## src/rtl/hiwm_pkg.sv

```systemverilog
// ----------------------------------------------------------------------------
// hiwm_pkg
// Shared constants, register codes and stage payload types of the
// homography inverse warp mapper.
// ----------------------------------------------------------------------------
package hiwm_pkg;

    // image geometry
    localparam int SRC_WIDTH  = 1024;
    localparam int SRC_HEIGHT = 1024;
    localparam int OUT_HEIGHT = 480;

    // field widths
    localparam int COL_W   = 12;
    localparam int ROW_W   = 9;
    localparam int COORD_W = 10;
    localparam int ADDR_W  = 20;

    // coefficient format: Q16.32
    localparam int COEF_W = 48;
    localparam int FRAC_W = 32;

    // config port
    localparam int REG_IDX_W = 3;
    localparam logic [REG_IDX_W-1:0] REG_CX_COL = 3'd0;
    localparam logic [REG_IDX_W-1:0] REG_CX_ROW = 3'd1;
    localparam logic [REG_IDX_W-1:0] REG_CX_OFF = 3'd2;
    localparam logic [REG_IDX_W-1:0] REG_CY_COL = 3'd3;
    localparam logic [REG_IDX_W-1:0] REG_CY_ROW = 3'd4;
    localparam logic [REG_IDX_W-1:0] REG_CY_OFF = 3'd5;
    localparam logic [REG_IDX_W-1:0] REG_CW_COL = 3'd6;
    localparam logic [REG_IDX_W-1:0] REG_CW_ROW = 3'd7;

    // datapath widths
    localparam int PROD_W = COEF_W + COL_W + 1;   // coef times zero-extended col
    localparam int SUM_W  = PROD_W + 2;            // three-term sum
    localparam int MAG_W  = SUM_W - 1;             // magnitude of a sum

    // quotient bits: enough to hold the larger image dimension
    localparam int MAX_DIM = (SRC_WIDTH > SRC_HEIGHT) ? SRC_WIDTH : SRC_HEIGHT;
    localparam int QB      = $clog2(MAX_DIM + 1);
    localparam int ADDR_FULL_W = 2 * QB + 1;

    localparam logic signed [COEF_W-1:0] COEF_ONE = COEF_W'(64'd1 << FRAC_W);
    localparam logic signed [SUM_W-1:0]  W_ONE    = SUM_W'(64'd1 << FRAC_W);

    typedef struct packed {
        logic signed [COEF_W-1:0] cx_col;
        logic signed [COEF_W-1:0] cx_row;
        logic signed [COEF_W-1:0] cx_off;
        logic signed [COEF_W-1:0] cy_col;
        logic signed [COEF_W-1:0] cy_row;
        logic signed [COEF_W-1:0] cy_off;
        logic signed [COEF_W-1:0] cw_col;
        logic signed [COEF_W-1:0] cw_row;
    } coef_t;

    localparam coef_t COEF_RESET = '{
        cx_col: COEF_ONE,
        cx_row: '0,
        cx_off: '0,
        cy_col: '0,
        cy_row: COEF_ONE,
        cy_off: '0,
        cw_col: '0,
        cw_row: '0
    };

    // affine sums u, v, w
    typedef struct packed {
        logic                    row_ok;
        logic signed [SUM_W-1:0] u;
        logic signed [SUM_W-1:0] v;
        logic signed [SUM_W-1:0] w;
    } sum_t;

    // long division state, one step per stage
    typedef struct packed {
        logic             row_ok;
        logic             wz;
        logic             ovf_x;
        logic             ovf_y;
        logic             sx;
        logic             sy;
        logic [MAG_W-1:0] mw;
        logic [MAG_W-1:0] px;
        logic [MAG_W-1:0] py;
        logic [QB-1:0]    dx;
        logic [QB-1:0]    dy;
    } div_t;

endpackage

```

## src/rtl/hiwm_div_step.sv

```systemverilog
// ----------------------------------------------------------------------------
// hiwm_div_step
// One restoring long-division step for x and y, one register stage.
// ----------------------------------------------------------------------------
module hiwm_div_step (
    input  logic           clk,
    input  logic           rst_n,
    input  logic           in_valid,
    output logic           in_ready,
    input  hiwm_pkg::div_t in_data,
    output logic           out_valid,
    input  logic           out_ready,
    output hiwm_pkg::div_t out_data
);
    import hiwm_pkg::*;

    logic [MAG_W:0] tx, ty, dfx, dfy;
    logic           gex, gey;
    div_t           data_next, data_reg;
    logic           valid_reg, valid_next;

    always_comb
    begin
        tx  = {in_data.px, in_data.dx[QB-1]};
        ty  = {in_data.py, in_data.dy[QB-1]};
        gex = tx >= {1'b0, in_data.mw};
        gey = ty >= {1'b0, in_data.mw};
        dfx = tx - {1'b0, in_data.mw};
        dfy = ty - {1'b0, in_data.mw};

        data_next    = in_data;
        data_next.px = gex ? dfx[MAG_W-1:0] : tx[MAG_W-1:0];
        data_next.py = gey ? dfy[MAG_W-1:0] : ty[MAG_W-1:0];
        // dividend bits leave at the top, quotient bits enter at the bottom
        data_next.dx = QB'({in_data.dx, gex});
        data_next.dy = QB'({in_data.dy, gey});
    end

    assign in_ready   = ~valid_reg | out_ready;
    assign valid_next = in_ready ? in_valid : valid_reg;

    always_ff @(posedge clk or negedge rst_n)
    begin
        if (!rst_n)
        begin
            valid_reg <= 1'b0;
        end
        else
        begin
            valid_reg <= valid_next;
        end
    end

    always_ff @(posedge clk)
    begin
        if (in_valid && in_ready)
        begin
            data_reg <= data_next;
        end
    end

    assign out_valid = valid_reg;
    assign out_data  = data_reg;

endmodule

```

## config.mk

```make
export PLATFORM = sky130hd
export DESIGN_NAME = hiwm_div_step
export DESIGN_NICKNAME = d
export VERILOG_FILES = /design/src/rtl/hiwm_pkg.sv /design/src/rtl/hiwm_div_step.sv
export SDC_FILE = /design/constraint.sdc
export NUM_CORES = 1
export LEC_CHECK = 0
export CORE_MARGIN = 2
export CORE_UTILIZATION = 55
export CTS_CLUSTER_DIAMETER = 150
export DETAILED_ROUTE_END_ITERATION = 6
export DONT_BUFFER_PORTS = 1
export PLACE_DENSITY_LB_ADDON = 0.25
export SLEW_MARGIN = 40
export SYNTH_ARGS = -nofsm -noshare
export SYNTH_HDL_FRONTEND = slang
export SYNTH_SLANG_ARGS = --single-unit
```

## constraint.sdc

```tcl
create_clock -name clk -period 6.77 [get_ports clk]
set_input_delay 1.0155 -clock clk [delete_from_list [all_inputs] [get_ports clk]]
set_output_delay 1.0155 -clock clk [all_outputs]
set_load 0.01 [all_outputs]
```

Word level (Yosys, flattened, before mapping)
Cells that the tools add are included.
{"block": "word_totals", "register_bits": 215, "inputBits": 218, "output_inout_bits": 216}
{"block": "op_classes", "n_addsub": 2, "reduce_logical": 1, "mux": 2, "bitwise": 2, "n_lt_le_gt_ge": 2}
{"op": "$ge 63x62->1", "n": 2}
{"op": "$mux 62", "n": 2}
{"op": "$sub 62x62->62", "n": 2}
{"op": "$logic_and 1x1->1", "n": 1}
{"op": "$not 1->1", "n": 1}
{"op": "$or 1x1->1", "n": 1}

Depth between registers and ports, before layout
{"block": "logic_depth", "word_depth": 3, "mapped_depth": 16, "mapped_depth_nobuf": 14}

Worst setup path after synthesis
OpenSTA, ideal clock, no wires.
{"block": "synth_timing", "kind": "in2reg", "startpoint": "input out_ready", "endpoint": "register data_reg (netlist bit out_data[0]) (enable)", "arrival_ns": 6.110, "stages": 2, "required_ns": 6.168, "setup_slack_ns": 0.058, "cell_sequence": "nand2b_1 > and2_1"}
{"block": "synth_between", "elab_chain_cells": 2}
{"element": "start: declaration", "line": "hiwm_div_step.sv:12", "source": "input logic out_ready,"}
{"element": "$or 1x1->1", "line": "hiwm_div_step.sv:39", "source": "assign in_ready = ~valid_reg | out_ready;"}
{"element": "$logic_and 1x1->1", "line": "hiwm_div_step.sv:56", "source": "if (in_valid && in_ready)"}
{"element": "end signal: assignment", "line": "hiwm_div_step.sv:58", "source": "data_reg <= data_next;"}
{"element": "end: declaration", "line": "hiwm_div_step.sv:19", "source": "div_t data_next, data_reg;"}
No other way between the ends.
A chain may end at the register's enable or synchronous reset.

==> results.sh <==
export IMPL_syn_num_nets=1996
export IMPL_numCtsBuffers=24
export IMPL_crit_arrival_ns=4.68
export IMPL_final_net_count=1968
export IMPL_peakVddDrop_mv=0.186
export IMPL_crit_path_start="in_data[147]"
export IMPL_first_pass_iters=5
export IMPL_cpPeakStageDelay_ns=0.58
export IMPL_path_cells="inv_1, ha_1, nand2b_1, a211oi_2, o31ai_1, o31a_1, o32a_1, a311oi_2, o21ai_1, o211a_4, inv_2, mux2_2"
export IMPL_ctsHoldBuffers=0
export IMPL_initial_core_util_pct=55.5
export IMPL_cts_max_level=1
export IMPL_layout_commonest_cell="nand2_1"
export IMPL_period_minus_slack_ns=4.40
export IMPL_report_final_hold_viol_count=0
export IMPL_dp_cells=1974
export IMPL_drc=0
export IMPL_cts_tree="built"
export IMPL_core_area_mm2=0.0276
export IMPL_cts_setup_buffers=0
export IMPL_endpoint="out_data[26]"
export IMPL_critical_path_required_ns=7.05
export IMPL_ios=434
export IMPL_vias=12600
export IMPL_reg2reg_slack_ns=4.81
export IMPL_setup_violations=0
export IMPL_startpoint_type="input port"
export IMPL_critPathCaptureType="flop"
export IMPL_final_setup_tns_ns=0
export IMPL_fin_crit_sh_pct=65.0
export IMPL_clk_pin_slew_ns=0.06
export IMPL_cts_sinks=215
export IMPL_grt_overflow_total=0
export IMPL_area_delta_synth_final_pct=7.29
export IMPL_drtAntennaViolNets=0
export IMPL_die_x_um=171
export IMPL_syn_cell_area_mm2=0.0153
export IMPL_synthDistinctLibCells=70
export IMPL_clock_skew_ns=0.00991
export IMPL_rsz0062_at_grt="false"
export IMPL_synth_enable_flop_cells=214
export IMPL_powerDensity_mw_per_mm2=250
export IMPL_r2r_cells=3
export IMPL_gp_congestion=0.969
export IMPL_critPathMaxFanout=62
export IMPL_antenna_found_initial=0
export IMPL_via_per_inst=6.23
export IMPL_cellLeakagePower_nw=6.45
export IMPL_yosysSeqAreaShare_pct=42.1
export IMPL_slowest_stage="o211a_4"
export IMPL_final_cell_mix="nand2_1 (219), edfxtp_1 (214), o21ai_0 (184)"
export IMPL_fin_cells=2016
export IMPL_dp_hpwl_um=37200
export IMPL_grt_pass1_wl_um=68200
export IMPL_drt_initial_drc_count=1127
export IMPL_slew_viol_final=0
export IMPL_grt_pass1_vias=12300
export IMPL_postRouteWirelength_um=46000
export IMPL_rr_endpoint="out_data[73]"
export IMPL_num_rows=61
export IMPL_syn_inst=1650
export IMPL_numPortBuffers=0
export IMPL_grt_max_degree=122
export IMPL_track_usage_pct=30.2
export IMPL_wl_per_cell_um=22.8
export IMPL_critical_path_class="in -> reg"
export IMPL_worstMarginPinSlew_ns=0.876
export IMPL_avgSynthCellArea_um2=9.29
export IMPL_min_path_type="in -> async"
export IMPL_drive_gt1_share_pct=5.13
export IMPL_die_h_um=171
export IMPL_rr_startpoint="out_valid"
export IMPL_dieArea_mm2=0.0292
export IMPL_synth_main_ff_cell="edfxtp_1"
export IMPL_ys_warn_count=0
export IMPL_maxCapViolations=0
export IMPL_ys_async_sr_fraction_pct=0.465
export IMPL_synth_seq_cells=215
export IMPL_diodes=0
export IMPL_clockRootBuffer="clkbuf_16"
export IMPL_cts_buffer_depth=3
export IMPL_clk_latency_ns=0.53
export IMPL_worst_slew_margin_rel_pct=41.6
export IMPL_outcome="complete, no violations"
export IMPL_fmax_mhz=227
export IMPL_cts_resized=0
## how the worst min path moves through the flow
stage                     startpoint         to  slack [ns]  cells past startpoint
after floorplan            out_valid  out_valid        0.62                      2
final                          rst_n  out_valid        0.19                      0
after global placement     out_valid  out_valid        0.67                      2
after global routing           rst_n  out_valid        0.17                      0
after detailed placement   out_valid  out_valid        0.69                      2
after CTS                      rst_n  out_valid        0.17                      0
## per-stage QoR
stage	util (%)	setup WS, ns	total power, mW	hold WS (ns)	cell area (um2)
after floorplan	-	0.0581	2.53	0.622	15300
after global placement	56.5	1.90	2.76	0.669	15600
after detailed placement	56.6	1.89	2.77	0.686	15600
after CTS	59.5	2.43	4.11	0.169	16400
after global routing	59.5	2.16	4.29	0.171	16400
final	59.5	2.37	4.10	0.186	16400
## cell type report
type | count | area (um2)
well taps | 378 | 473
flip-flops and latches | 215 | 6450
inverters | 98 | 368
multi-input cells | 1274 | 8260
repair buffers | 9 | 83.8
clock buffers | 28 | 616
fillers | 2459 | 11200
clock inverters | 14 | 195
## sequential cells by signal, summed over array words and instances, names as in the netlist
| signal | count |
|---|---|
| out_valid | 1 |
| out_data | 214 |
## metal layers
metal,track usage (%),routed length (um),vias to the layer above
met5,0,0,-
met4,6.37,893,0
met3,7.38,4370,68
li1,-,-,6006
met1,37.2,18100,5923
met2,53.6,22600,564
## cells in the mapped netlist, types with 24 or more instances
cell type | count | area share, %
a21oi_1 | 163 | 5.3
ha_1 | 126 | 10
xnor2_1 | 58 | 3.3
nand3_1 | 35 | 1.1
xor2_1 | 52 | 3.0
nand4_1 | 38 | 1.6
nor2_1 | 81 | 2.0
inv_1 | 97 | 2.4
nor3_1 | 24 | 0.78
nand2_1 | 219 | 5.4
o21ai_0 | 184 | 6.0
a21o_1 | 55 | 2.7
o21bai_1 | 36 | 1.8
clkbuf_1 | 50 | 1.2
edfxtp_1 | 214 | 42
## logic make-up after synthesis
family | share of synthesized area, %
AO/OA/AOI/OAI | 21.8
AND/OR/NAND/NOR | 14.3
flip-flops | 42.1
buffers and inverters | 4.19
adder cells (fa/ha/maj) | 10.5
XOR/XNOR | 6.29
multiplexers | 0.849
## critical path: cells and delay by family
| family | cells | cell delay [ns] |
|---|---|---|
| AOI/OAI and AO/OA | 7 | 2.30 |
| buffers and inverters | 2 | 0.53 |
| muxes | 1 | 0.37 |
| adders and majority gates | 1 | 0.29 |
| and+or+nand+nor | 1 | 0.12 |
## report_power, final
part           leakage (nW)  internal, mW  switching (mW)
combinational          4.00         0.366           0.641
sequential             2.06          1.65           0.113
clock                 0.394         0.808           0.532
total                  6.45          2.82            1.28
Note: power is estimated with default switching activity, not from simulation.
