### src/rtl/hiwm_pkg.sv
// ----------------------------------------------------------------------------
// hiwm_pkg
// Shared constants, register codes and stage payload types of the
// homography inverse warp mapper.
// ----------------------------------------------------------------------------
package hiwm_pkg;

    // image geometry
    localparam int SRC_WIDTH  = 1024;
    localparam int SRC_HEIGHT = 1024;
    localparam int OUT_HEIGHT = 480;

    // field widths
    localparam int COL_W   = 12;
    localparam int ROW_W   = 9;
    localparam int COORD_W = 10;
    localparam int ADDR_W  = 20;

    // coefficient format: Q16.32
    localparam int COEF_W = 48;
    localparam int FRAC_W = 32;

    // config port
    localparam int REG_IDX_W = 3;
    localparam logic [REG_IDX_W-1:0] REG_CX_COL = 3'd0;
    localparam logic [REG_IDX_W-1:0] REG_CX_ROW = 3'd1;
    localparam logic [REG_IDX_W-1:0] REG_CX_OFF = 3'd2;
    localparam logic [REG_IDX_W-1:0] REG_CY_COL = 3'd3;
    localparam logic [REG_IDX_W-1:0] REG_CY_ROW = 3'd4;
    localparam logic [REG_IDX_W-1:0] REG_CY_OFF = 3'd5;
    localparam logic [REG_IDX_W-1:0] REG_CW_COL = 3'd6;
    localparam logic [REG_IDX_W-1:0] REG_CW_ROW = 3'd7;

    // datapath widths
    localparam int PROD_W = COEF_W + COL_W + 1;   // coef times zero-extended col
    localparam int SUM_W  = PROD_W + 2;            // three-term sum
    localparam int MAG_W  = SUM_W - 1;             // magnitude of a sum

    // quotient bits: enough to hold the larger image dimension
    localparam int MAX_DIM = (SRC_WIDTH > SRC_HEIGHT) ? SRC_WIDTH : SRC_HEIGHT;
    localparam int QB      = $clog2(MAX_DIM + 1);
    localparam int ADDR_FULL_W = 2 * QB + 1;

    localparam logic signed [COEF_W-1:0] COEF_ONE = COEF_W'(64'd1 << FRAC_W);
    localparam logic signed [SUM_W-1:0]  W_ONE    = SUM_W'(64'd1 << FRAC_W);

    typedef struct packed {
        logic signed [COEF_W-1:0] cx_col;
        logic signed [COEF_W-1:0] cx_row;
        logic signed [COEF_W-1:0] cx_off;
        logic signed [COEF_W-1:0] cy_col;
        logic signed [COEF_W-1:0] cy_row;
        logic signed [COEF_W-1:0] cy_off;
        logic signed [COEF_W-1:0] cw_col;
        logic signed [COEF_W-1:0] cw_row;
    } coef_t;

    localparam coef_t COEF_RESET = '{
        cx_col: COEF_ONE,
        cx_row: '0,
        cx_off: '0,
        cy_col: '0,
        cy_row: COEF_ONE,
        cy_off: '0,
        cw_col: '0,
        cw_row: '0
    };

    // affine sums u, v, w
    typedef struct packed {
        logic                    row_ok;
        logic signed [SUM_W-1:0] u;
        logic signed [SUM_W-1:0] v;
        logic signed [SUM_W-1:0] w;
    } sum_t;

    // long division state, one step per stage
    typedef struct packed {
        logic             row_ok;
        logic             wz;
        logic             ovf_x;
        logic             ovf_y;
        logic             sx;
        logic             sy;
        logic [MAG_W-1:0] mw;
        logic [MAG_W-1:0] px;
        logic [MAG_W-1:0] py;
        logic [QB-1:0]    dx;
        logic [QB-1:0]    dy;
    } div_t;

endpackage

### src/rtl/hiwm_bound.sv
// ----------------------------------------------------------------------------
// hiwm_bound
// Bounds check, linear address and the output register.
// ----------------------------------------------------------------------------
module hiwm_bound (
    input  logic                          clk,
    input  logic                          rst_n,
    input  logic                          in_valid,
    output logic                          in_ready,
    input  hiwm_pkg::div_t                in_data,
    output logic                          out_valid,
    input  logic                          out_ready,
    output logic                          inside_res,
    output logic [hiwm_pkg::COORD_W-1:0]  src_x,
    output logic [hiwm_pkg::COORD_W-1:0]  src_y,
    output logic [hiwm_pkg::ADDR_W-1:0]   src_addr
);
    import hiwm_pkg::*;

    logic                   x_in, y_in;
    logic [ADDR_FULL_W-1:0] addr_full;

    logic                inside_next, inside_reg;
    logic [COORD_W-1:0]  x_next, x_reg, y_next, y_reg;
    logic [ADDR_W-1:0]   addr_next, addr_reg;
    logic                valid_reg, valid_next;

    always_comb
    begin
        // truncation toward zero: a negative quotient is fine only if it is zero
        x_in = ~in_data.ovf_x && (in_data.dx < QB'(SRC_WIDTH))
               && (~in_data.sx || (in_data.dx == '0));
        y_in = ~in_data.ovf_y && (in_data.dy < QB'(SRC_HEIGHT))
               && (~in_data.sy || (in_data.dy == '0));
        inside_next = in_data.row_ok && ~in_data.wz && x_in && y_in;

        addr_full = ADDR_FULL_W'(in_data.dy) * ADDR_FULL_W'(SRC_WIDTH)
                  + ADDR_FULL_W'(in_data.dx);

        x_next    = inside_next ? COORD_W'(in_data.dx) : '0;
        y_next    = inside_next ? COORD_W'(in_data.dy) : '0;
        addr_next = inside_next ? ADDR_W'(addr_full)   : '0;
    end

    assign in_ready   = ~valid_reg | out_ready;
    assign valid_next = in_ready ? in_valid : valid_reg;

    always_ff @(posedge clk or negedge rst_n)
    begin
        if (!rst_n)
        begin
            valid_reg <= 1'b0;
        end
        else
        begin
            valid_reg <= valid_next;
        end
    end

    always_ff @(posedge clk)
    begin
        if (in_valid && in_ready)
        begin
            inside_reg <= inside_next;
            x_reg      <= x_next;
            y_reg      <= y_next;
            addr_reg   <= addr_next;
        end
    end

    assign out_valid  = valid_reg;
    assign inside_res = inside_reg;
    assign src_x      = x_reg;
    assign src_y      = y_reg;
    assign src_addr   = addr_reg;

endmodule

### config.mk
export PLATFORM = sky130hd
export DESIGN_NAME = hiwm_bound
export DESIGN_NICKNAME = d
export VERILOG_FILES = /design/src/rtl/hiwm_pkg.sv /design/src/rtl/hiwm_bound.sv
export SDC_FILE = /design/constraint.sdc
export NUM_CORES = 1
export LEC_CHECK = 0
export BUFFER_PORTS_ARGS = -buffer_cell sky130_fd_sc_hd__buf_2
export CAP_MARGIN = 10
export CORE_AREA = 2 2 103 105
export DETAILED_ROUTE_END_ITERATION = 10
export DIE_AREA = 0 0 105 107
export GPL_TIMING_DRIVEN = 0
export PLACE_DENSITY = 0.61
export SLEW_MARGIN = 20
export SYNTH_ARGS = -nofsm -noshare
export SYNTH_HDL_FRONTEND = slang
export SYNTH_SLANG_ARGS = --single-unit
### constraint.sdc
create_clock -name clk -period 1.5 [get_ports clk]
set_input_delay 0.15 -clock clk [delete_from_list [all_inputs] [get_ports clk]]
set_output_delay 0.15 -clock clk [all_outputs]
set_load 0.005 [all_outputs]
Yosys cells after proc, flatten, opt, wreduce, memory -nomap -nowiden
Index checks and enable logic that the tools add are counted.

Input bits: 218. Output and inout port bits: 43. Register bits: 42.

Add/sub/neg operators: 1. Reductions and logical operators: 12. Bitwise logic cells: 7. $lt $le $gt $ge: 2.

Operators with widths (count): 11-bit logical NOT (2); 11-bit < comparator, second input constant (2); 20-bit by 11-bit adder with 20-bit output (1); 1-bit logical AND (8); 1-bit inverter (6); 1-bit logical OR (2); 1-bit OR (1).

Longest topological paths before layout
Word-level depth: 5. Mapped depth: 6. Gate-level depth less buffers: 6.

Worst setup path after synthesis
No wires, ideal clock.

Path kind: input to register. Start point: in in_data[18] (netlist name). End point: reg addr_reg[10], in the netlist src_addr[10], data pin. Setup slack: -0.216 ns. Required time: 1.369 ns. Arrival time: 1.585 ns. Stages: 5. Setup time: 0.131 ns. Cells stage by stage: or4_1 o41a_1 a2111oi_4 buf_6 and2_1.

Longest elaborated chain between the ends: 5. Elaborated cells between the ends (all ways): 8. Those cells by class: 1 x add/sub; 1 x order compare; 6 x reduce/logical.

Ends and longest elaborated chain: from (decl) (line hiwm_bound.sv:10) `input hiwm_pkg::div_t in_data,`; 11-bit < comparator or 11-bit logical NOT (tied branches) (line hiwm_bound.sv:31, hiwm_bound.sv:32); 1-bit logical AND or 1-bit logical OR (tied branches) (line hiwm_bound.sv:31, hiwm_bound.sv:32); 1-bit logical AND * (line hiwm_bound.sv:32) `&& (~in_data.sx || (in_data.dx == '0));`; 1-bit logical AND * (2 in a row) (line hiwm_bound.sv:35) `inside_next = in_data.row_ok && ~in_data.wz && x_in && y_in;`; net inside_next (line hiwm_bound.sv:23) `logic inside_next, inside_reg;`; to (signal assigned) (line hiwm_bound.sv:67) `addr_reg <= addr_next;`; to (decl) (line hiwm_bound.sv:25) `logic [ADDR_W-1:0] addr_next, addr_reg;`.

The timed path passes the listed nets; every way through them passes the cells marked *. A chain may end at the register's enable or synchronous reset.

Worst setup path in the final report
Start point: in in_data[12] (netlist name). End point: reg y_reg[6], in the netlist src_y[6], data pin.

Longest elaborated chain between the ends: 5. Elaborated cells between the ends (all ways): 7. Those cells by class: 1 x order compare; 6 x reduce/logical.

Ends and longest elaborated chain: 11-bit < comparator or 11-bit logical NOT (tied branches) (line hiwm_bound.sv:31, hiwm_bound.sv:32); 1-bit logical AND or 1-bit logical OR (tied branches) (line hiwm_bound.sv:31, hiwm_bound.sv:32); 1-bit logical AND * (line hiwm_bound.sv:32); 1-bit logical AND * (2 in a row) (line hiwm_bound.sv:35); net inside_next (line hiwm_bound.sv:23); to (signal assigned) (line hiwm_bound.sv:66) `y_reg <= y_next;`; to (decl) (line hiwm_bound.sv:24) `logic [COORD_W-1:0] x_next, x_reg, y_next, y_reg;`.

Marks and branches as above.

==> results.txt <==
The flow ran to the end, but the final reports show violations. The final reports fail on setup timing. The worst setup path is of the in2reg kind. The DRC marker count from the first detailed-route iteration came out at 57. The critical path required time is 1.65 ns. For the pin with the worst max-slew slack, the measured transition is 0.776 ns.

The wire length of the first global-routing pass came out at 6980 um. The post-route clock skew is 0.00528 ns. During placement, the flow inserted port buffers numbering 73. Global routing finished with a remaining overflow of 0. The share of layout cells above drive strength 1 came out at 55.7%. The vertical die dimension came out at 107 um.

The routability congestion estimate is 0.747. STA classifies the critical path startpoint as an input pin. TritonCTS built the clock tree. The number of unique standard cell types used by synthesis came out at 24. The count of H-tree levels built during CTS came out at 2. The die width came out at 105 um. The post-synthesis area per instance is 13.0 sq um. The max-capacitance violation count is 0.

Summing every instance area after synthesis gives 1530 sq um. Yosys instantiated no cell more often than sky130_fd_sc_hd__edfxtp_1. The worst hold slack is 0.0720 ns. The clock insertion delay at the later pin of the skew report came out at 0.28 ns. The number of placed I/O pins came out at 261. The count of yosys warnings during synthesis is 0. The utilization after layout is 23.6%. The maximum vdd drop came out at 0.373 mV. The detailed placer's ending HPWL came out at 3850 um. The post-synthesis async set-or-reset flop share is 3.13%. The number of nets with antenna violations after detailed routing came out at 0. The number of detailed-route iterations in the first pass came out at 4. The total core area came out at 10100 sq um. The pin count of the biggest net entering global routing came out at 32. The worst setup path is captured at a flip-flop.

The flip-flop and latch count after synthesis is 32. The average vias per placed instance came out at 3.69. The instance count of the mapped netlist is 118. The share of the clock period used by the worst path after layout is 111%.

The initial utilization of the core area, before any placement, comes to 15.2%. The number of clock buffers added by TritonCTS is 5. Once routing completed, OpenROAD measured the worst setup slack at -0.168 ns.

The combined global-route utilization of all metal layers is 8.63%. The instance count along the most critical hold path came out at 2. The number of nets in the finished design is 422. The final number of hold-violating endpoints is 0. The number of setup violations in the final report is 21. From synthesis to final layout, the design area changed by 55.5%.

The worst slack at placement is -0.504 ns. The row count is 37. The fraction of synthesized cell area taken by the top area cell type came out at 60.9%. The die outline area is 11200 sq um.

In this run the clock root is driven by a sky130_fd_sc_hd__clkbuf_8. Detailed routing inserted a total of 1254 vias. The worst register-to-register path has a depth of 2.

The fmax came out at 599 MHz. The deepest clock path buffer count is 2. The static leakage is 0.961 nW. The number of antenna violations at the first check in global routing is 1. Counting every net in the synthesized netlist gives 338. The number of global-route vias before repair came out at 1198. The relative max-transition margin came out at 47.6%. Setup total negative slack on the finished layout was measured at -1.92 ns. Dividing total power by cell area gives a power density of 882 nW/um^2. The area after detailed placement came out at 2080 sq um. Setup repair after global routing could not meet its margin everywhere.

The number of pins exceeding their max-slew limit in the final report is 0. The number of clock sinks seen by CTS came out at 32. Summed over all layers, the routed wires come to 4990 um.

The number of enable-type register cells in the synthesized netlist is 31. In the synthesized netlist, the cells that appear most often are sky130_fd_sc_hd__edfxtp_1 (31), sky130_fd_sc_hd__nor3_1 (12), sky130_fd_sc_hd__and2_1 (11). By area the synthesized netlist is led by sky130_fd_sc_hd__edfxtp_1 (61%), sky130_fd_sc_hd__buf_4 (4.9%), sky130_fd_sc_hd__and2_1 (4.5%). The library cell occupying the most area in the post-synthesis netlist is sky130_fd_sc_hd__edfxtp_1.

The number of DRC violations after detailed routing is 0. Once layout is done, the placed cells without fillers occupy 2380 sq um. The arrival time at the worst endpoint is 1.82 ns. The routed length per placed instance came out at 14.7 um. Clock-pin slew was measured on the worst setup and hold paths at 0.07 ns. For this run, the register share of the synthesized area comes to 62.5%.

In this run the worst path has a maximum fanout of 10. The final period demand of the worst path is 1.67 ns. The most used flip-flop cell after synthesis is sky130_fd_sc_hd__edfxtp_1. The class of the worst hold path is in2reg.
[per-layer routing]
metal,wire length [um],vias to the layer above,GRT usage (%)
met5,0,-,0
met4,46,0,2.00
met3,497,7,3.83
met2,2060,73,12.6
met1,2390,583,11.7
li1,-,591,-
[cell families after synthesis]
kind of cell	after synthesis	synth area share (%)
AND/OR/NAND/NOR	55	20.5
flip-flops	32	62.5
XOR/XNOR	8	4.58
AO/OA/AOI/OAI	4	3.68
buffers and inverters	17	7.12
adder cells (fa/ha/maj)	2	1.64
[placed cells by master (no fill, tap or decap), types with 2 or more instances in the layout]
cell	count
sky130_fd_sc_hd__inv_1	2
sky130_fd_sc_hd__nand2_1	4
sky130_fd_sc_hd__nor4_1	3
sky130_fd_sc_hd__edfxtp_1	31
sky130_fd_sc_hd__nor3b_1	4
sky130_fd_sc_hd__clkbuf_8	5
sky130_fd_sc_hd__nand2b_1	3
sky130_fd_sc_hd__buf_6	3
sky130_fd_sc_hd__xnor2_1	6
sky130_fd_sc_hd__nor3_1	2
sky130_fd_sc_hd__nor3_4	6
sky130_fd_sc_hd__ha_1	2
sky130_fd_sc_hd__and2_1	10
sky130_fd_sc_hd__or4_4	2
sky130_fd_sc_hd__nor3b_4	2
sky130_fd_sc_hd__nor2_1	5
sky130_fd_sc_hd__clkinv_1	2
sky130_fd_sc_hd__buf_2	71
sky130_fd_sc_hd__buf_4	13
sky130_fd_sc_hd__nand3_1	5
sky130_fd_sc_hd__nor3_2	4
sky130_fd_sc_hd__xor2_1	2
[layout make-up]
type | count | area (sq um)
Timing Repair Buffer | 77 | 418
Buffer | 15 | 128
Antenna cell | 1 | 2.50
Sequential cell | 32 | 956
Tap cell | 136 | 170
Inverter | 2 | 7.51
Multi-Input combinational cell | 69 | 589
Clock buffer | 5 | 68.8
Clock inverter | 3 | 37.5
Fill cell | 1120 | 7710
[repair_timing]
item / in CTS / in global routing
hold endpoints to repair: 1 / 0
setup endpoints to repair: 56 / 28
hold buffers: 1 / 0
gates cloned: 1 / 0
pin swaps: 10 / 4
gates resized for setup: 28 / 3
setup buffers: 2 / 1
[critical path: stages]
cell and delay [ns]:
sky130_fd_sc_hd__buf_6 0.09, sky130_fd_sc_hd__or4_4 0.53, sky130_fd_sc_hd__o41a_1 0.45, sky130_fd_sc_hd__a2111oi_4 0.27
sky130_fd_sc_hd__buf_6 0.18, sky130_fd_sc_hd__and2_1 0.14
[final timing paths]
kind	start	to	slack, ns
setup / recovery	in_data[12]	src_y[6]	-0.17
hold / removal	in_valid	out_valid	0.07
setup reg to reg	out_valid	src_x[3]	0.24
hold reg to reg	out_valid	out_valid	0.55
max in group asynchronous	rst_n	out_valid	1.24
min in group asynchronous	rst_n	out_valid	0.17
[flip-flops by register name, indices dropped and copies added (netlist names)]
name        cells
inside_res      1
src_addr       11
src_x           9
out_valid       1
src_y          10
[stage by stage]
stage,total power [mW],instances
6_report,2.10,340
5_1_grt,2.17,339
4_1_cts,2.12,339
3_5_place_dp,1.26,327
3_3_place_gp,1.26,327
2_1_floorplan,1.13,118
[where the power goes]
part / internal [mW] / leakage, nW / switching (mW)
logic: 0.116 / 0.585 / 0.135
registers: 1.02 / 0.323 / 0.0155
clock network: 0.484 / 0.0532 / 0.331
(Power assumes the default switching activity.)
