==> src/rtl/hiwm_pkg.sv <==
// ----------------------------------------------------------------------------
// hiwm_pkg
// Shared constants, register codes and stage payload types of the
// homography inverse warp mapper.
// ----------------------------------------------------------------------------
package hiwm_pkg;

    // image geometry
    localparam int SRC_WIDTH  = 1024;
    localparam int SRC_HEIGHT = 1024;
    localparam int OUT_HEIGHT = 480;

    // field widths
    localparam int COL_W   = 12;
    localparam int ROW_W   = 9;
    localparam int COORD_W = 10;
    localparam int ADDR_W  = 20;

    // coefficient format: Q16.32
    localparam int COEF_W = 48;
    localparam int FRAC_W = 32;

    // config port
    localparam int REG_IDX_W = 3;
    localparam logic [REG_IDX_W-1:0] REG_CX_COL = 3'd0;
    localparam logic [REG_IDX_W-1:0] REG_CX_ROW = 3'd1;
    localparam logic [REG_IDX_W-1:0] REG_CX_OFF = 3'd2;
    localparam logic [REG_IDX_W-1:0] REG_CY_COL = 3'd3;
    localparam logic [REG_IDX_W-1:0] REG_CY_ROW = 3'd4;
    localparam logic [REG_IDX_W-1:0] REG_CY_OFF = 3'd5;
    localparam logic [REG_IDX_W-1:0] REG_CW_COL = 3'd6;
    localparam logic [REG_IDX_W-1:0] REG_CW_ROW = 3'd7;

    // datapath widths
    localparam int PROD_W = COEF_W + COL_W + 1;   // coef times zero-extended col
    localparam int SUM_W  = PROD_W + 2;            // three-term sum
    localparam int MAG_W  = SUM_W - 1;             // magnitude of a sum

    // quotient bits: enough to hold the larger image dimension
    localparam int MAX_DIM = (SRC_WIDTH > SRC_HEIGHT) ? SRC_WIDTH : SRC_HEIGHT;
    localparam int QB      = $clog2(MAX_DIM + 1);
    localparam int ADDR_FULL_W = 2 * QB + 1;

    localparam logic signed [COEF_W-1:0] COEF_ONE = COEF_W'(64'd1 << FRAC_W);
    localparam logic signed [SUM_W-1:0]  W_ONE    = SUM_W'(64'd1 << FRAC_W);

    typedef struct packed {
        logic signed [COEF_W-1:0] cx_col;
        logic signed [COEF_W-1:0] cx_row;
        logic signed [COEF_W-1:0] cx_off;
        logic signed [COEF_W-1:0] cy_col;
        logic signed [COEF_W-1:0] cy_row;
        logic signed [COEF_W-1:0] cy_off;
        logic signed [COEF_W-1:0] cw_col;
        logic signed [COEF_W-1:0] cw_row;
    } coef_t;

    localparam coef_t COEF_RESET = '{
        cx_col: COEF_ONE,
        cx_row: '0,
        cx_off: '0,
        cy_col: '0,
        cy_row: COEF_ONE,
        cy_off: '0,
        cw_col: '0,
        cw_row: '0
    };

    // affine sums u, v, w
    typedef struct packed {
        logic                    row_ok;
        logic signed [SUM_W-1:0] u;
        logic signed [SUM_W-1:0] v;
        logic signed [SUM_W-1:0] w;
    } sum_t;

    // long division state, one step per stage
    typedef struct packed {
        logic             row_ok;
        logic             wz;
        logic             ovf_x;
        logic             ovf_y;
        logic             sx;
        logic             sy;
        logic [MAG_W-1:0] mw;
        logic [MAG_W-1:0] px;
        logic [MAG_W-1:0] py;
        logic [QB-1:0]    dx;
        logic [QB-1:0]    dy;
    } div_t;

endpackage

==> src/rtl/hiwm_prep.sv <==
// ----------------------------------------------------------------------------
// hiwm_prep
// Two stages: magnitudes and quotient signs, then divider setup with the
// quotient overflow check.
// ----------------------------------------------------------------------------
module hiwm_prep (
    input  logic           clk,
    input  logic           rst_n,
    input  logic           in_valid,
    output logic           in_ready,
    input  hiwm_pkg::sum_t in_data,
    output logic           out_valid,
    input  logic           out_ready,
    output hiwm_pkg::div_t out_data
);
    import hiwm_pkg::*;

    logic [MAG_W-1:0] mu_next, mv_next, mw_next;
    logic [MAG_W-1:0] mu_reg, mv_reg, mw_reg;
    logic             sx_next, sy_next, wz_next, row_ok_next;
    logic             sx_reg, sy_reg, wz_reg, row_ok_reg;
    logic             s1_valid_reg, s1_valid_next, s1_ready;

    div_t div_next, div_reg;
    logic s2_valid_reg, s2_valid_next;

    // stage 1: absolute values
    always_comb
    begin
        mu_next     = in_data.u[SUM_W-1] ? MAG_W'(-in_data.u) : MAG_W'(in_data.u);
        mv_next     = in_data.v[SUM_W-1] ? MAG_W'(-in_data.v) : MAG_W'(in_data.v);
        mw_next     = in_data.w[SUM_W-1] ? MAG_W'(-in_data.w) : MAG_W'(in_data.w);
        sx_next     = in_data.u[SUM_W-1] ^ in_data.w[SUM_W-1];
        sy_next     = in_data.v[SUM_W-1] ^ in_data.w[SUM_W-1];
        wz_next     = (in_data.w == '0);
        row_ok_next = in_data.row_ok;
    end

    assign s1_ready      = ~s2_valid_reg | out_ready;
    assign in_ready      = ~s1_valid_reg | s1_ready;
    assign s1_valid_next = in_ready ? in_valid : s1_valid_reg;

    // stage 2: high part starts the partial remainder, low QB bits shift in
    always_comb
    begin
        div_next.row_ok = row_ok_reg;
        div_next.wz     = wz_reg;
        div_next.sx     = sx_reg;
        div_next.sy     = sy_reg;
        div_next.mw     = mw_reg;
        div_next.px     = mu_reg >> QB;
        div_next.py     = mv_reg >> QB;
        div_next.dx     = mu_reg[QB-1:0];
        div_next.dy     = mv_reg[QB-1:0];
        // quotient needs more than QB bits
        div_next.ovf_x  = (mu_reg >> QB) >= mw_reg;
        div_next.ovf_y  = (mv_reg >> QB) >= mw_reg;
    end

    assign s2_valid_next = s1_ready ? s1_valid_reg : s2_valid_reg;

    always_ff @(posedge clk or negedge rst_n)
    begin
        if (!rst_n)
        begin
            s1_valid_reg <= 1'b0;
            s2_valid_reg <= 1'b0;
        end
        else
        begin
            s1_valid_reg <= s1_valid_next;
            s2_valid_reg <= s2_valid_next;
        end
    end

    always_ff @(posedge clk)
    begin
        if (in_valid && in_ready)
        begin
            mu_reg     <= mu_next;
            mv_reg     <= mv_next;
            mw_reg     <= mw_next;
            sx_reg     <= sx_next;
            sy_reg     <= sy_next;
            wz_reg     <= wz_next;
            row_ok_reg <= row_ok_next;
        end
        if (s1_valid_reg && s1_ready)
        begin
            div_reg <= div_next;
        end
    end

    assign out_valid = s2_valid_reg;
    assign out_data  = div_reg;

endmodule

==> config.mk <==
export PLATFORM = sky130hd
export DESIGN_NAME = hiwm_prep
export DESIGN_NICKNAME = d
export VERILOG_FILES = /design/src/rtl/hiwm_pkg.sv /design/src/rtl/hiwm_prep.sv
export SDC_FILE = /design/constraint.sdc
export NUM_CORES = 1
export LEC_CHECK = 0
export CAP_MARGIN = 20
export CELL_PAD_IN_SITES_DETAIL_PLACEMENT = 1
export CELL_PAD_IN_SITES_GLOBAL_PLACEMENT = 1
export CORE_AREA = 2 2 184 186
export DETAILED_ROUTE_END_ITERATION = 12
export DIE_AREA = 0 0 186 188
export DONT_BUFFER_PORTS = 1
export GPL_TIMING_DRIVEN = 0
export PLACE_DENSITY_LB_ADDON = 0.1
export SLEW_MARGIN = 20
export SYNTH_ARGS = -nofsm -noshare
export SYNTH_HDL_FRONTEND = slang
export SYNTH_SLANG_ARGS = --single-unit
==> constraint.sdc <==
create_clock -name clk -period 14.1 [get_ports clk]
set_input_delay 2.82 -clock clk [delete_from_list [all_inputs] [get_ports clk]]
set_output_delay 2.82 -clock clk [all_outputs]
set_load 0.02 [all_outputs]
== Word-level counts from Yosys, hierarchy flattened ==
Cells that the tools add are included.
Storage, ports and cells
  flip-flop bits (word level): 384
  word-level logic and storage cells: 37
Cells by class
  muxes and demuxes: 3
  order comparisons: 2
  reductions and logical operators: 3
  bitwise logic cells: 6
  add/sub/neg operators: 3
Operators by type and width (number)
  $mux 62: 3
  $neg 62->62: 3
  $ge 51x62->1: 2
  $logic_not 63->1: 1
  $logic_and 1x1->1: 2
  $not 1->1: 2
  $or 1x1->1: 2
  $xor 1x1->1: 2

== Logic depth before layout (Yosys ltp) ==
Gate-level depths: netlist (run 1).
  depth in word-level cells: 4
  mapped depth: 9

== Worst setup path after synthesis (run 1) ==
No wires, ideal clock.
  path type: in2reg
  start: in out_ready
  end: reg mu_reg[0] (enable)
  arrival: 7451 ps
  data required time: 13527 ps
  setup time: 573 ps
  setup slack: 6076 ps
  stages: 2
  buffers on the path: 0
  path through: nand3b_1 > and2_1
On the way
  word-level cells in the longest chain between the ends: 3
Ends and longest elaborated chain
  start: declaration: RTL line hiwm_prep.sv:13  | input logic out_ready,
  $or 1x1->1: RTL line hiwm_prep.sv:39  | assign s1_ready = ~s2_valid_reg | out_ready;
  $or 1x1->1: RTL line hiwm_prep.sv:40  | assign in_ready = ~s1_valid_reg | s1_ready;
  $logic_and 1x1->1: RTL line hiwm_prep.sv:78  | if (in_valid && in_ready)
  end signal: assignment: RTL line hiwm_prep.sv:80  | mu_reg <= mu_next;
  end: declaration: RTL line hiwm_prep.sv:19  | logic [MAG_W-1:0] mu_reg, mv_reg, mw_reg;
No other way between the ends.
A chain may end at the register's enable or synchronous reset.

== Final worst setup path (run 1) ==
  start: in out_ready
  end: out in_ready
On the way
  word-level cells in the longest chain between the ends: 2
Ends and longest elaborated chain
  $or 1x1->1: RTL line hiwm_prep.sv:39
  $or 1x1->1: RTL line hiwm_prep.sv:40
  end: declaration: RTL line hiwm_prep.sv:10  | output logic in_ready,
No other way between the ends.

==> results.py, run 1 <==
metrics = {
    "outcome": {
        "run_status": "completed",
    },
    "sta": {
        "worst-slew-pin-transition_ps": 1010,
        "timing.final.max_slew_violations": 0,
        "post-route-period-util": 0.423,
        "report.final.setup_viol": 0,
        "skew_ps": 21.6,
        "post-route-min-period_ps": 5960,
        "timing_hold_violations_final": 0,
        "fin_setup_tns_ps": 0,
        "max_freq_ghz": 0.168,
        "grt_setup_unrepaired": "no",
        "timing.max_slew.rel_slack": 0.324,
    },
    "place": {
        "place.gp.congestion": 0.864,
        "io_buffers": 0,
        "detailed_place.area_um2": 18800,
        "dp_hpwl_mm": 39.7,
    },
    "clock_network": {
        "post_cts_resize_count": 0,
        "cts_buffer_count": 43,
        "cts_num_sinks": 384,
        "max-clock-path-buffers": 3,
        "cts_hold_repair.buffers": 0,
        "postCtsSetupBuffers": 0,
        "ctsHtreeMaxLevel": 2,
        "tritoncts": "built",
        "clock_pin_slew_reported_for_the_worst_setup_and_hold_paths_after_clock_tree_synthesis_ps": 60,
        "clock-root-buffer": "sky130_fd_sc_hd__clkbuf_16",
        "insertion_delay_ps": 540,
    },
    "critical_path": {
        "slowest_stage": "sky130_fd_sc_hd__nand3b_1",
        "critical_path_peak_fanout": 3,
        "cp_data_arrival_time_ps": 3140,
        "crit_type": "in -> out",
        "endpoint_kind": "primary output",
        "critical_path.top_delay_family": "simple AND/OR/NAND/NOR gates",
        "worst_setup_path_start_kind": "input pin",
        "crit_buf_inv": 0,
        "timing.critical_path.cells": "nand3b_1",
        "critical_path_required_ps": 11280,
        "timing.critical_path.slowest_cell_delay_ps": 320,
        "rrSetupSlack_ps": 11280,
    },
    "power": {
        "ir_drop_mv": 0.111,
        "pwr_density_cell_nw_per_um2": 143,
        "static-leakage-power_nw": 6.94,
        "power.switching_uw": 727,
        "cellInternalPower_mw": 2.16,
        "clockPowerShare": 0.390,
        "swShare": 0.251,
        "seq_power_share": 0.520,
        "comb_power_share": 0.090,
    },
    "layout": {
        "flow.area_growth_from_synthesis_pct": 12.5,
        "largest_reg_flops": 192,
        "share_of_layout_cells_above_drive_strength_1": 0.0840,
        "finalInstanceArea_um2": 20200,
        "final_net_count": 1661,
    },
    "route": {
        "first_pass_detailed_route_iteration_total": 5,
        "drtAntennaViolNets": 0,
        "dr_total_vias": 11300,
        "detailedRoute.firstIterationViolations": 666,
        "routed_via_density": 6.11,
        "post_drt_wl_per_cell_um": 27.5,
        "detail_route.drc_violations": 0,
        "routed_wl_mm": 50.7,
    },
    "floorplanning": {
        "i_o_pin_cnt": 410,
        "die_h_um": 188,
        "die_area_um2": 35000,
        "initial_utilization": 0.542,
        "core-area_um2": 33100,
        "std_cell_rows": 67,
        "dieWidth_um": 186,
    },
    "synthesis": {
        "synth_compound_area_frac": 0.0874,
        "synth_fa_ha_area_frac": 0.0732,
        "synth.top_cells.by_count": "sky130_fd_sc_hd__edfxtp_1 (382), sky130_fd_sc_hd__xnor2_1 (179), sky130_fd_sc_hd__ha_1 (105)",
        "syn_inst": 1289,
        "yosys-mux-area-fraction": 0,
        "post_synth_instance_area_um2": 17900,
        "ff_latch_count_synth": 384,
        "synth_top_cell_area_share": 0.639,
        "post_synth_top_flop": "sky130_fd_sc_hd__edfxtp_1",
        "yosys_warnings": 0,
        "synthMostInstantiatedCell": "sky130_fd_sc_hd__edfxtp_1",
        "postSynthAreaPerCell_um2": 13.9,
        "yosys.cell_types.count": 50,
        "synth-async-reset-ratio": 0.00521,
        "number_of_synthesized_flops_with_an_enable_pin": 382,
        "synth_top_cells_by_area": "sky130_fd_sc_hd__edfxtp_1 (64%), sky130_fd_sc_hd__xnor2_1 (8.7%), sky130_fd_sc_hd__ha_1 (7.3%)",
        "synth_top_family_by_area": "XOR/XNOR gates",
        "synth_top_cell_by_area": "sky130_fd_sc_hd__edfxtp_1",
        "synth-xor-area-share": 0.0888,
        "synth_simple_gate_area_frac": 0.0813,
        "seq_area_frac_synth": 0.642,
    },
    "grt": {
        "grt.total_usage": 0.287,
        "grt_overflow_total": 0,
        "grt_pass1_wl_mm": 73.5,
        "vias_in_the_first_global_route": 11900,
        "pin_count_of_the_biggest_net_entering_global_routing": 56,
        "number_of_antenna_violations_at_the_first_check_in_global_routing": 1,
    },
    "hold_path": {
        "worstHoldPathType": "reg -> reg",
    },
    "flow_run": {
        "drv_cap": 0,
    },
}
area by class of cell:
class	instances	area, um^2
antenna	1	2.50
timing repair buffer	7	170
buffer	45	251
inverter	62	233
clock buffer	52	1150
fill	3099	12900
clock inverter	24	267
tap	448	561
multi-input combinational	819	6020
sequential	384	11500
metrics by stage:
step / hold slack, ps / power (mW) / utilization / cells / setup WS [ps]
6_report: 419 / 2.89 / 0.609 / 1842 / 8140
5_1_grt: 420 / 2.99 / 0.609 / 1841 / 8130
4_1_cts: 418 / 2.91 / 0.609 / 1841 / 8140
3_5_place_dp: 406 / 1.78 / 0.566 / 1765 / 8140
3_3_place_gp: 402 / 1.78 / 0.561 / 1758 / 3970
2_1_floorplan: 400 / 1.69 / - / 1310 / 6080
layer usage:
metal,GRT usage,wire length [um],up-vias
li1,-,-,5022
met1,0.357,19500,5589
met2,0.464,23900,545
met3,0.102,5520,94
met4,0.0978,1690,2
met5,0,23,-
layout by cell type, fill, tap and decap left out, types with 7 or more instances in the layout:
master,n
sky130_fd_sc_hd__nand2_1,88
sky130_fd_sc_hd__o41ai_1,31
sky130_fd_sc_hd__o31ai_1,53
sky130_fd_sc_hd__clkinv_2,7
sky130_fd_sc_hd__a21o_1,9
sky130_fd_sc_hd__or4_1,23
sky130_fd_sc_hd__or3_1,21
sky130_fd_sc_hd__a21oi_1,40
sky130_fd_sc_hd__o21ai_0,78
sky130_fd_sc_hd__clkbuf_1,30
sky130_fd_sc_hd__edfxtp_1,382
sky130_fd_sc_hd__nand2b_1,12
sky130_fd_sc_hd__inv_1,62
sky130_fd_sc_hd__nor2_1,28
sky130_fd_sc_hd__ha_1,105
sky130_fd_sc_hd__nand3_1,19
sky130_fd_sc_hd__or2_2,7
sky130_fd_sc_hd__nor3_1,16
sky130_fd_sc_hd__buf_4,22
sky130_fd_sc_hd__xnor2_1,179
sky130_fd_sc_hd__nand4_1,19
sky130_fd_sc_hd__conb_1,22
sky130_fd_sc_hd__nor4_1,18
sky130_fd_sc_hd__clkbuf_16,45
power groups by stage:
stage / Combinational, mW / Clock [mW] / Sequential (mW)
after CTS: 0.261 / 1.14 / 1.50
after global routing: 0.288 / 1.19 / 1.51
after global placement: 0.231 / 0 / 1.55
after detailed placement: 0.257 / 0 / 1.53
after floorplan: 0.181 / 0 / 1.51
final: 0.260 / 1.13 / 1.50
cells by family after synthesis:
group,Yosys count
flops,384
simple gates,273
compound gates,237
xor+xnor,182
buf+inv,107
fa+ha+maj,105
other cells,1
worst paths after layout:
check                                start       endpoint  cells after the start
worst min register to register   mu_reg[2]   out_data[13]                      0
worst max-delay path             out_ready       in_ready                      1
min in group asynchronous            rst_n   s1_valid_reg                      0
worst min-delay path             mu_reg[2]   out_data[13]                      0
max in group asynchronous            rst_n      out_valid                      0
worst max register to register  mv_reg[47]  out_data[210]                      7
No activity file was read; power rests on OpenSTA's default activity.
==> inputs of run 2 (changes only) <==
--- a/config.mk
+++ b/config.mk
@@ -8,9 +8,9 @@
 export CAP_MARGIN = 20
 export CELL_PAD_IN_SITES_DETAIL_PLACEMENT = 1
 export CELL_PAD_IN_SITES_GLOBAL_PLACEMENT = 1
-export CORE_AREA = 2 2 184 186
+export CORE_AREA = 2 2 189 191
 export DETAILED_ROUTE_END_ITERATION = 12
-export DIE_AREA = 0 0 186 188
+export DIE_AREA = 0 0 191 193
 export DONT_BUFFER_PORTS = 1
 export GPL_TIMING_DRIVEN = 0
 export PLACE_DENSITY_LB_ADDON = 0.1
==> constraint.sdc (replaced) <==
create_clock -name clk -period 5.5 [get_ports clk]
set_input_delay 1.1 -clock clk [delete_from_list [all_inputs] [get_ports clk]]
set_output_delay 1.1 -clock clk [all_outputs]
set_load 0.02 [all_outputs]
==> run 2 against run 1 <==
  * Sequential share of layout area is 0.27 points lower
  * Register-to-register slack worse by 8800 ps
  * Cell count is 0.76% higher
  * Clock-buffer cell count is 3 lower
  * Utilization is 2.9 points lower
  * Setup slack worse by 6200 ps
  * Die area is 5.4% higher
  * Hold slack worse by 190 ps
  * Critical path type is now in -> reg
  * Critical endpoint is now mv_reg[59]
  * Highest routed layer unchanged
==> results.py, run 2 (same netlist as run 1, synthesis figures left out) <==
metrics = {
    "outcome": {
        "run_status": "completed",
    },
    "grt": {
        "grt_pass1_wl_mm": 75.0,
        "pin_count_of_the_biggest_net_entering_global_routing": 58,
        "grt_overflow_total": 0,
        "vias_in_the_first_global_route": 11600,
        "grt.total_usage": 0.282,
        "number_of_antenna_violations_at_the_first_check_in_global_routing": 2,
    },
    "layout": {
        "antenna_cells": 0,
        "finalInstanceArea_um2": 20300,
        "multiInputGateArea_um2": 6020,
        "final_net_count": 1660,
        "finalNonFillerCells": 1856,
        "largest_reg_flops": 192,
        "sequential_cell_area_um2": 11500,
        "layout_fillers": 3341,
        "flow.area_growth_from_synthesis_pct": 13.0,
        "commonest_non_fill_non_tap_cell_in_the_layout": "sky130_fd_sc_hd__edfxtp_1",
        "mostFrequentLayoutCells": "sky130_fd_sc_hd__edfxtp_1 (382), sky130_fd_sc_hd__xnor2_1 (179), sky130_fd_sc_hd__ha_1 (105), sky130_fd_sc_hd__nand2_1 (88), sky130_fd_sc_hd__o21ai_0 (78)",
        "share_of_layout_cells_above_drive_strength_1": 0.0860,
    },
    "critical_path": {
        "timing.critical_path.slowest_cell_delay_ps": 750,
        "worst_setup_path_start_kind": "input pin",
        "crit_type": "in -> reg",
        "slowest_stage": "sky130_fd_sc_hd__nor4_1",
        "cp_data_arrival_time_ps": 3870,
        "critical_path_required_ps": 5800,
        "endpoint_kind": "register",
        "timing.critical_path.cells": "nor4_1, nor4bb_1, nand4_1, nor2_1, nand2_1, o41ai_1, xnor2_1",
        "crit_buf_inv": 0,
        "critical_path.top_delay_family": "simple AND/OR/NAND/NOR gates",
        "critical_path_peak_fanout": 3,
    },
    "sta": {
        "setup_slack_ps": 1930,
        "timing.max_slew.rel_slack": 0.325,
        "post-route-min-period_ps": 3570,
        "fin_setup_tns_ps": 0,
        "post-route-period-util": 0.649,
        "timing.final.max_slew_violations": 0,
        "grt_setup_unrepaired": "no",
        "worst-slew-pin-transition_ps": 1010,
        "skew_ps": 13.3,
        "max_freq_ghz": 0.280,
        "report.final.setup_viol": 0,
        "timing_hold_violations_final": 0,
    },
    "route": {
        "detail_route.drc_violations": 0,
        "dr_total_vias": 11200,
        "post_drt_wl_per_cell_um": 28.3,
        "routed_via_density": 6.05,
        "routed_wl_mm": 52.5,
        "first_pass_detailed_route_iteration_total": 5,
        "detailedRoute.firstIterationViolations": 658,
        "drtAntennaViolNets": 0,
    },
    "hold_path": {
        "worstHoldPathType": "in -> async",
    },
    "floorplanning": {
        "i_o_pin_cnt": 410,
        "initial_utilization": 0.513,
        "die_h_um": 193,
        "core-area_um2": 35000,
        "die_area_um2": 36900,
        "dieWidth_um": 191,
        "std_cell_rows": 69,
    },
    "power": {
        "post-layout-total-power_mw": 7.58,
        "clockPowerShare": 0.403,
        "static-leakage-power_nw": 6.98,
        "cellInternalPower_mw": 5.68,
        "ir_drop_mv": 0.244,
        "seq_power_share": 0.509,
        "swShare": 0.250,
        "comb_power_share": 0.088,
        "power.switching_mw": 1.90,
        "pwr_density_cell_nw_per_um2": 374,
    },
    "clock_network": {
        "ctsHtreeMaxLevel": 2,
        "tritoncts": "built",
        "cts_hold_repair.buffers": 0,
        "max-clock-path-buffers": 3,
        "post_cts_resize_count": 0,
        "insertion_delay_ps": 570,
        "clock_pin_slew_reported_for_the_worst_setup_and_hold_paths_after_clock_tree_synthesis_ps": 60,
        "clock-root-buffer": "sky130_fd_sc_hd__clkbuf_16",
        "cts_buffer_count": 42,
        "postCtsSetupBuffers": 0,
        "cts_num_sinks": 384,
    },
    "place": {
        "io_buffers": 0,
        "dp_slack_ps": 1390,
        "placed_cells": 1778,
        "detailed_place.area_um2": 18800,
        "place.gp.congestion": 0.850,
        "dp_hpwl_mm": 40.6,
    },
    "flow_run": {
        "drv_cap": 0,
    },
}
run 2: cell types whose count changed in the layout (fill, tap and decap cells not counted), sizes merged:
cell,delta
clkinvlp,+2
clkbuf,-3
clkinv,+2
bufinv,+3
diode,-1
inv,-2
run 2: per-stage QoR:
step / utilization / hold WS [ps]
6_report: 0.580 / 234
5_1_grt: 0.580 / 209
4_1_cts: 0.580 / 207
3_5_place_dp: 0.537 / 406
3_3_place_gp: 0.532 / 401
2_1_floorplan: - / 400
run 2: path summary, 6_finish.rpt:
kind	startpoint	to	slack (ps)	cells past startpoint
worst max-delay path	in_data[93]	mv_reg[59]	1930	7
worst min-delay path	rst_n	out_valid	230	0
worst max register to register	mv_reg[47]	out_data[210]	2500	7
worst min register to register	mu_reg[8]	out_data[19]	420	0
max in group asynchronous	rst_n	s1_valid_reg	5200	0
min in group clk	mu_reg[8]	out_data[19]	420	0
run 2: power groups by stage:
stage | clock (mW) | combinational (mW) | sequential [mW]
2_1_floorplan | 0 | 0.464 | 3.84
3_3_place_gp | 0 | 0.592 | 3.94
3_5_place_dp | 0 | 0.658 | 3.92
4_1_cts | 3.11 | 0.667 | 3.86
5_1_grt | 3.20 | 0.739 | 3.88
6_report | 3.06 | 0.664 | 3.86
run 2: per-layer routing:
layer	routed length, um	global-route usage
met5	8	0
met4	2050	0.122
met3	5770	0.114
met2	24300	0.446
met1	20300	0.342
run 2: area by class of cell:
type	instances	area share
flip-flops and latches	384	0.568
multi-input cells	819	0.297
clock buffers	49	0.0563
well taps	461	0.0284
clock inverters	29	0.0175
plain buffers	45	0.0124
inverters	62	0.0115
repair buffers	7	0.00876
